$ cat config.mk
export PLATFORM = sky130hd
export DESIGN_NAME = decimal_ascii_formatter_core
export DESIGN_NICKNAME = d
export VERILOG_FILES = /design/src/design/daf_pkg.sv /design/src/design/daf_datapath.sv /design/src/design/daf_controller.sv /design/src/design/decimal_ascii_formatter_core.sv
export SDC_FILE = /design/constraint.sdc
export NUM_CORES = 1
export LEC_CHECK = 0
export ABC_AREA = 1
export BUFFER_PORTS_ARGS = -buffer_cell sky130_fd_sc_hd__buf_2
export CORE_MARGIN = 2
export CORE_UTILIZATION = 67
export CTS_BUF_LIST = sky130_fd_sc_hd__clkbuf_8
export DETAILED_ROUTE_END_ITERATION = 10
export PLACE_DENSITY = 0.89
export SKIP_CTS_REPAIR_TIMING = 1
export SLEW_MARGIN = 10
export SYNTH_ARGS = -nofsm -noshare
export SYNTH_HDL_FRONTEND = slang
export SYNTH_SLANG_ARGS = --single-unit
$ cat constraint.sdc
create_clock -name clock -period 6.6 [get_ports clock]
set_input_delay 1.65 -clock clock [delete_from_list [all_inputs] [get_ports clock]]
set_output_delay 1.65 -clock clock [all_outputs]
set_load 0.01 [all_outputs]
$ cat src/design/daf_pkg.sv
// Shared types and constants of the decimal ASCII formatter core.
// No dependencies; used by the controller, the datapath and the top level.
`timescale 1ns / 1ps
`default_nettype none

package daf_pkg;

   localparam int DataWidth       = 32;
   localparam int DigitCount      = 10;
   localparam int BcdWidth        = 4 * DigitCount;
   localparam int BitCountWidth   = $clog2(DataWidth);
   localparam int DigitCountWidth = $clog2(DigitCount + 1);
   localparam int CharWidth       = 6;

   localparam logic [CharWidth-1:0] AsciiZero = 6'd48;

   typedef enum logic [1:0] {
      ST_IDLE,
      ST_CONVERT,
      ST_SKIP,
      ST_EMIT
   } state_type;

   // controller to datapath
   typedef struct packed {
      logic load;   // capture a new value, clear the BCD register
      logic step;   // one double-dabble step
      logic drop;   // discard the top digit
   } cmd_type;

   // datapath to controller
   typedef struct packed {
      logic bit_last;  // current step consumes the final binary bit
      logic top_zero;  // most significant remaining digit is zero
      logic one_left;  // only one digit remains
   } status_type;

endpackage

`default_nettype wire

$ cat src/design/daf_datapath.sv
// Datapath of the decimal formatter: binary shift register, BCD register
// with add-3 correction, bit and digit counters. Depends on daf_pkg.
`timescale 1ns / 1ps
`default_nettype none

module daf_datapath (
   input  wire logic                                 clock,
   input  wire daf_pkg::cmd_type                     cmd,
   input  wire logic [daf_pkg::DataWidth-1:0]        req_value,
   output daf_pkg::status_type                       status,
   output logic      [daf_pkg::CharWidth-1:0]        rsp_digit_char,
   output logic                                      rsp_last
);
   import daf_pkg::*;

   logic [DataWidth-1:0]       bin_ff,    bin_in;
   logic [BcdWidth-1:0]        bcd_ff,    bcd_in;
   logic [BitCountWidth-1:0]   bit_cnt_ff, bit_cnt_in;
   logic [DigitCountWidth-1:0] digits_ff, digits_in;
   logic [BcdWidth-1:0]        bcd_adj;
   logic [3:0]                 top_digit;

   // add 3 to every digit of five or more before the shift
   always_comb begin
      for (int i = 0; i < DigitCount; i++) begin
         if (bcd_ff[i*4 +: 4] >= 4'd5) begin
            bcd_adj[i*4 +: 4] = bcd_ff[i*4 +: 4] + 4'd3;
         end else begin
            bcd_adj[i*4 +: 4] = bcd_ff[i*4 +: 4];
         end
      end
   end

   always_comb begin
      bin_in     = bin_ff;
      bcd_in     = bcd_ff;
      bit_cnt_in = bit_cnt_ff;
      digits_in  = digits_ff;
      priority if (cmd.load) begin
         bin_in     = req_value;
         bcd_in     = '0;
         bit_cnt_in = '0;
         digits_in  = DigitCountWidth'(DigitCount);
      end else if (cmd.step) begin
         bcd_in     = {bcd_adj[BcdWidth-2:0], bin_ff[DataWidth-1]};
         bin_in     = {bin_ff[DataWidth-2:0], 1'b0};
         bit_cnt_in = bit_cnt_ff + 1'b1;
      end else if (cmd.drop) begin
         bcd_in    = {bcd_ff[BcdWidth-5:0], 4'd0};
         digits_in = digits_ff - 1'b1;
      end else begin
         // hold
         bin_in = bin_ff;
      end
   end

   always_ff @(posedge clock) begin
      bin_ff     <= bin_in;
      bcd_ff     <= bcd_in;
      bit_cnt_ff <= bit_cnt_in;
      digits_ff  <= digits_in;
   end

   assign top_digit       = bcd_ff[BcdWidth-1 -: 4];
   assign status.bit_last = (bit_cnt_ff == BitCountWidth'(DataWidth - 1));
   assign status.top_zero = (top_digit == 4'd0);
   assign status.one_left = (digits_ff == DigitCountWidth'(1));
   assign rsp_digit_char  = AsciiZero + {2'b00, top_digit};
   assign rsp_last        = status.one_left;

endmodule

`default_nettype wire

$ cat src/design/daf_controller.sv
// Controller of the decimal formatter: sequences load, conversion,
// leading-zero skip and digit emission. Depends on daf_pkg.
`timescale 1ns / 1ps
`default_nettype none

module daf_controller (
   input  wire logic          clock,
   input  wire logic          reset,
   input  wire logic          req_valid,
   output logic               req_ready,
   output logic               rsp_valid,
   input  wire logic          rsp_ready,
   input  wire daf_pkg::status_type status,
   output daf_pkg::cmd_type   cmd
);
   import daf_pkg::*;

   state_type state_ff, state_in;

   always_ff @(posedge clock) begin
      if (reset) begin
         state_ff <= ST_IDLE;
      end else begin
         state_ff <= state_in;
      end
   end

   always_comb begin
      state_in  = state_ff;
      cmd       = '0;
      req_ready = 1'b0;
      rsp_valid = 1'b0;
      unique case (state_ff)
         ST_IDLE: begin
            req_ready = 1'b1;
            if (req_valid) begin
               cmd.load = 1'b1;
               state_in = ST_CONVERT;
            end
         end
         ST_CONVERT: begin
            cmd.step = 1'b1;
            if (status.bit_last) begin
               state_in = ST_SKIP;
            end
         end
         ST_SKIP: begin
            // drop leading zeros, keep at least one digit
            if (status.top_zero && !status.one_left) begin
               cmd.drop = 1'b1;
            end else begin
               state_in = ST_EMIT;
            end
         end
         ST_EMIT: begin
            rsp_valid = 1'b1;
            if (rsp_ready) begin
               cmd.drop = 1'b1;
               if (status.one_left) begin
                  state_in = ST_IDLE;
               end
            end
         end
         default: begin
            state_in = ST_IDLE;
         end
      endcase
   end

endmodule

`default_nettype wire

$ cat src/design/decimal_ascii_formatter_core.sv
// Top level of the decimal ASCII formatter: controller plus datapath.
// Depends on daf_pkg, daf_controller and daf_datapath.
//
//   channel | ports                            | direction
//   req     | req_valid, req_ready, req_value  | in
//   rsp     | rsp_valid, rsp_ready, rsp_digit_char, rsp_last | out
//
// A value is loaded, converted by bit-serial double dabble with one step per
// input bit, stripped of its leading zeros, then emitted one digit at a time.
// Dropped zeros and digits always sum to ten; req_ready is high only when idle.
// Reset is synchronous and returns the controller to idle.
// A low rsp_ready holds the current digit and stalls the block.
`timescale 1ns / 1ps
`default_nettype none

module decimal_ascii_formatter_core (
   input  wire logic                           clock,
   input  wire logic                           reset,
   input  wire logic                           req_valid,
   output logic                                req_ready,
   input  wire logic [daf_pkg::DataWidth-1:0]  req_value,
   output logic                                rsp_valid,
   input  wire logic                           rsp_ready,
   output logic      [daf_pkg::CharWidth-1:0]  rsp_digit_char,
   output logic                                rsp_last
);
   import daf_pkg::*;

   cmd_type    cmd;
   status_type status;

   daf_controller u_ctrl (
      .clock     (clock),
      .reset     (reset),
      .req_valid (req_valid),
      .req_ready (req_ready),
      .rsp_valid (rsp_valid),
      .rsp_ready (rsp_ready),
      .status    (status),
      .cmd       (cmd)
   );

   daf_datapath u_dp (
      .clock          (clock),
      .cmd            (cmd),
      .req_value      (req_value),
      .status         (status),
      .rsp_digit_char (rsp_digit_char),
      .rsp_last       (rsp_last)
   );

endmodule

`default_nettype wire

==> flow_metrics.tcl <==
set metrics [dict create \
    status "finished, final reports clean" \
    synth.avg_cell_area_um2 6.67 \
    start_kind "primary input" \
    finalHoldViolations 0 \
    dp_slack_ps 2620 \
    synth_area_leaders "nand2_1 23%, dfxtp_1 20%, edfxtp_1 19%" \
    drcViolationCount 0 \
    vias_per_cell 5.27 \
    dp_hpwl_um 6730 \
    boundaryPins 45 \
    critPathSlowestCell "clkinv_1" \
    drive_gt1_frac 0.0873 \
    synth_seq_area_share 0.384 \
    route.detailed.wl_per_inst_um 11.6 \
    period_minus_slack_ps 3640 \
    core_um2 7610 \
    cts_buffers 9 \
    grt_use_total 0.266 \
    fmax_mhz 275 \
    synth_commonest_cells "318 x nand2_1, 90 x nor2_1, 67 x inv_1" \
    path_cells "buf_2 -> nand2_2 -> buf_4 -> clkinv_1 -> nand2_1 -> nand2_1" \
    worstSetupPathType "in -> reg" \
    place.gp.congestion 0.823 \
    drtPass1Iterations 5 \
    power-per-cell-area_nw_per_um2 519 \
    max_cap_viol_count 0 \
    finalNetCount 863 \
    synth_top_cell_by_area "nand2_1" \
    crit_family "buffers and inverters" \
    rsz0062_at_grt "false" \
    num-fill-cells 604 \
    overflow 0 \
    vias 4763 \
    slowest_delay_ps 940 \
    die_width_um 91.8 \
    synth_flop_cell "dfxtp_1" \
    dieArea_um2 8430 \
    synth_cells 775 \
    htree_levels 3 \
    cts_num_sinks 83 \
    setup_violations 0 \
    fin_worst_skew_ps 9.50 \
    rrSetupSlack_ps 3520 \
    drt_wl_total_um 10500 \
    cts_root_buf "clkbuf_8" \
    clock_path_buffers 2 \
    path_clk_slew_ps 80 \
    ys_async_sr_fraction 0 \
    grt_pass1_vias 4524 \
    yosysTopAreaCellShare 0.231 \
    worst_pin_slew_ps 874 \
    setup_ws_ps 2960 \
    clock_latency_ps 360 \
    finalCritPeriodShare 0.551 \
    relSlewSlack 0.414 \
    critPathArrivalTime_ps 3740 \
    antenna_found_initial 0 \
    maxSlewViolCount 0 \
    synth_area_um2 5170 \
    hold_class "reg -> reg" \
    yosysWarnings 0 \
    p_leak_uw 0.00300 \
    synth_cell_type_count 27 \
    cts_tree "built" \
    synth.most_common_cell "nand2_1" \
    grt_max_degree 81 \
    crit_path_frequent_cell "nand2_1" \
    die_h_um 91.8 \
    drt_iter0_drc 363 \
    tns_ps 0 \
    start_util 0.679 \
    crit_fanout 80 \
    rows 32 \
    synth_seq_cells 83 \
    fin_area_um2 5560 \
    grt_pass1_wl_um 18800 \
    post_dp_cell_area_um2 5330 \
    cp.required_ps 6700 \
    total_power_uw 2890 \
    ir_drop_v 0.000265 \
    area_delta_synth_final_pct 7.53 \
    worst-path-buf-inv 3 \
    ant_nets 0 \
    endpoint_kind "register" \
    io_buffers 42 \
    n_antenna_cell 0 \
    synth_edf_count 32 \
]
layout make-up:
| class | instances | area, um2 | area share |
|---|---|---|---|
| Clock inverter | 7 | 98.8 | 0.0178 |
| Multi-Input combinational cell | 587 | 2720 | 0.490 |
| Timing Repair Buffer | 46 | 240 | 0.0432 |
| Sequential cell | 83 | 1980 | 0.357 |
| Inverter | 70 | 263 | 0.0473 |
| Tap cell | 102 | 128 | 0.0230 |
| Clock buffer | 9 | 124 | 0.0223 |
final timing paths:
path	cells past startpoint	end	from
setup / recovery	6	u_dp.bin_ff[5]	req_valid
hold / removal	1	u_dp.bit_cnt_ff[0]	u_dp.bit_cnt_ff[0]
setup reg to reg	7	u_dp.bin_ff[5]	u_ctrl.state_ff[1]
hold reg to reg	1	u_dp.bit_cnt_ff[0]	u_dp.bit_cnt_ff[0]
per-stage QoR:
stage          std cells  utilization  hold WS, ps
2_1_floorplan        776            -          436
3_3_place_gp         888        0.701          453
3_5_place_dp         888        0.701          487
4_1_cts              904        0.730          502
5_1_grt              904        0.730          541
6_report             904        0.730          501
power breakdown:
| group | leakage (uW) | switching, uW | internal, uW |
|---|---|---|---|
| logic | 0.00215 | 974 | 509 |
| clock network | 0.000111 | 197 | 217 |
| registers | 0.000739 | 159 | 831 |
| total | 0.00300 | 1330 | 1560 |
layer usage:
| metal | track usage | wire length, um | up-vias |
|---|---|---|---|
| li1 | - | - | 2480 |
| met1 | 0.311 | 4670 | 2144 |
| met2 | 0.491 | 5160 | 126 |
| met3 | 0.0600 | 549 | 13 |
| met4 | 0.0647 | 132 | 0 |
| met5 | 0 | 0 | - |
cell families (layout without fill, tap and decap cells):
family,count (synthesis),after routing,share of synthesized area
AO/OA/AOI/OAI,57,57,0.0562
adder cells (fa/ha/maj),30,30,0.0726
AND/OR/NAND/NOR,495,495,0.391
XOR/XNOR,3,3,0.00509
other,1,2,0.000726
flip-flops,83,83,0.384
buffers and inverters,106,132,0.0910
sequential cells by signal (all words and copies together), names as in the netlist:
| register | cells |
|---|---|
| u_ctrl.state_ff | 2 |
| u_dp.bcd_ff | 40 |
| u_dp.bin_ff | 32 |
| u_dp.digits_ff | 4 |
| u_dp.bit_cnt_ff | 5 |
cell usage in the layout (no fill, tap or decap), types with 4 or more instances in the layout:
cell type | synthesis | routed
nand3_1 | 57 | 57
nand4_1 | 18 | 18
inv_1 | 67 | 67
ha_1 | 30 | 30
and2_1 | 5 | 5
buf_2 | 10 | 42
buf_4 | 6 | 4
dfxtp_1 | 51 | 51
nor2_1 | 90 | 90
clkbuf_8 | 0 | 9
o21ai_0 | 17 | 17
nand2_1 | 318 | 317
a21oi_1 | 38 | 38
edfxtp_1 | 32 | 32
Note: power is estimated with default switching activity, not from simulation.
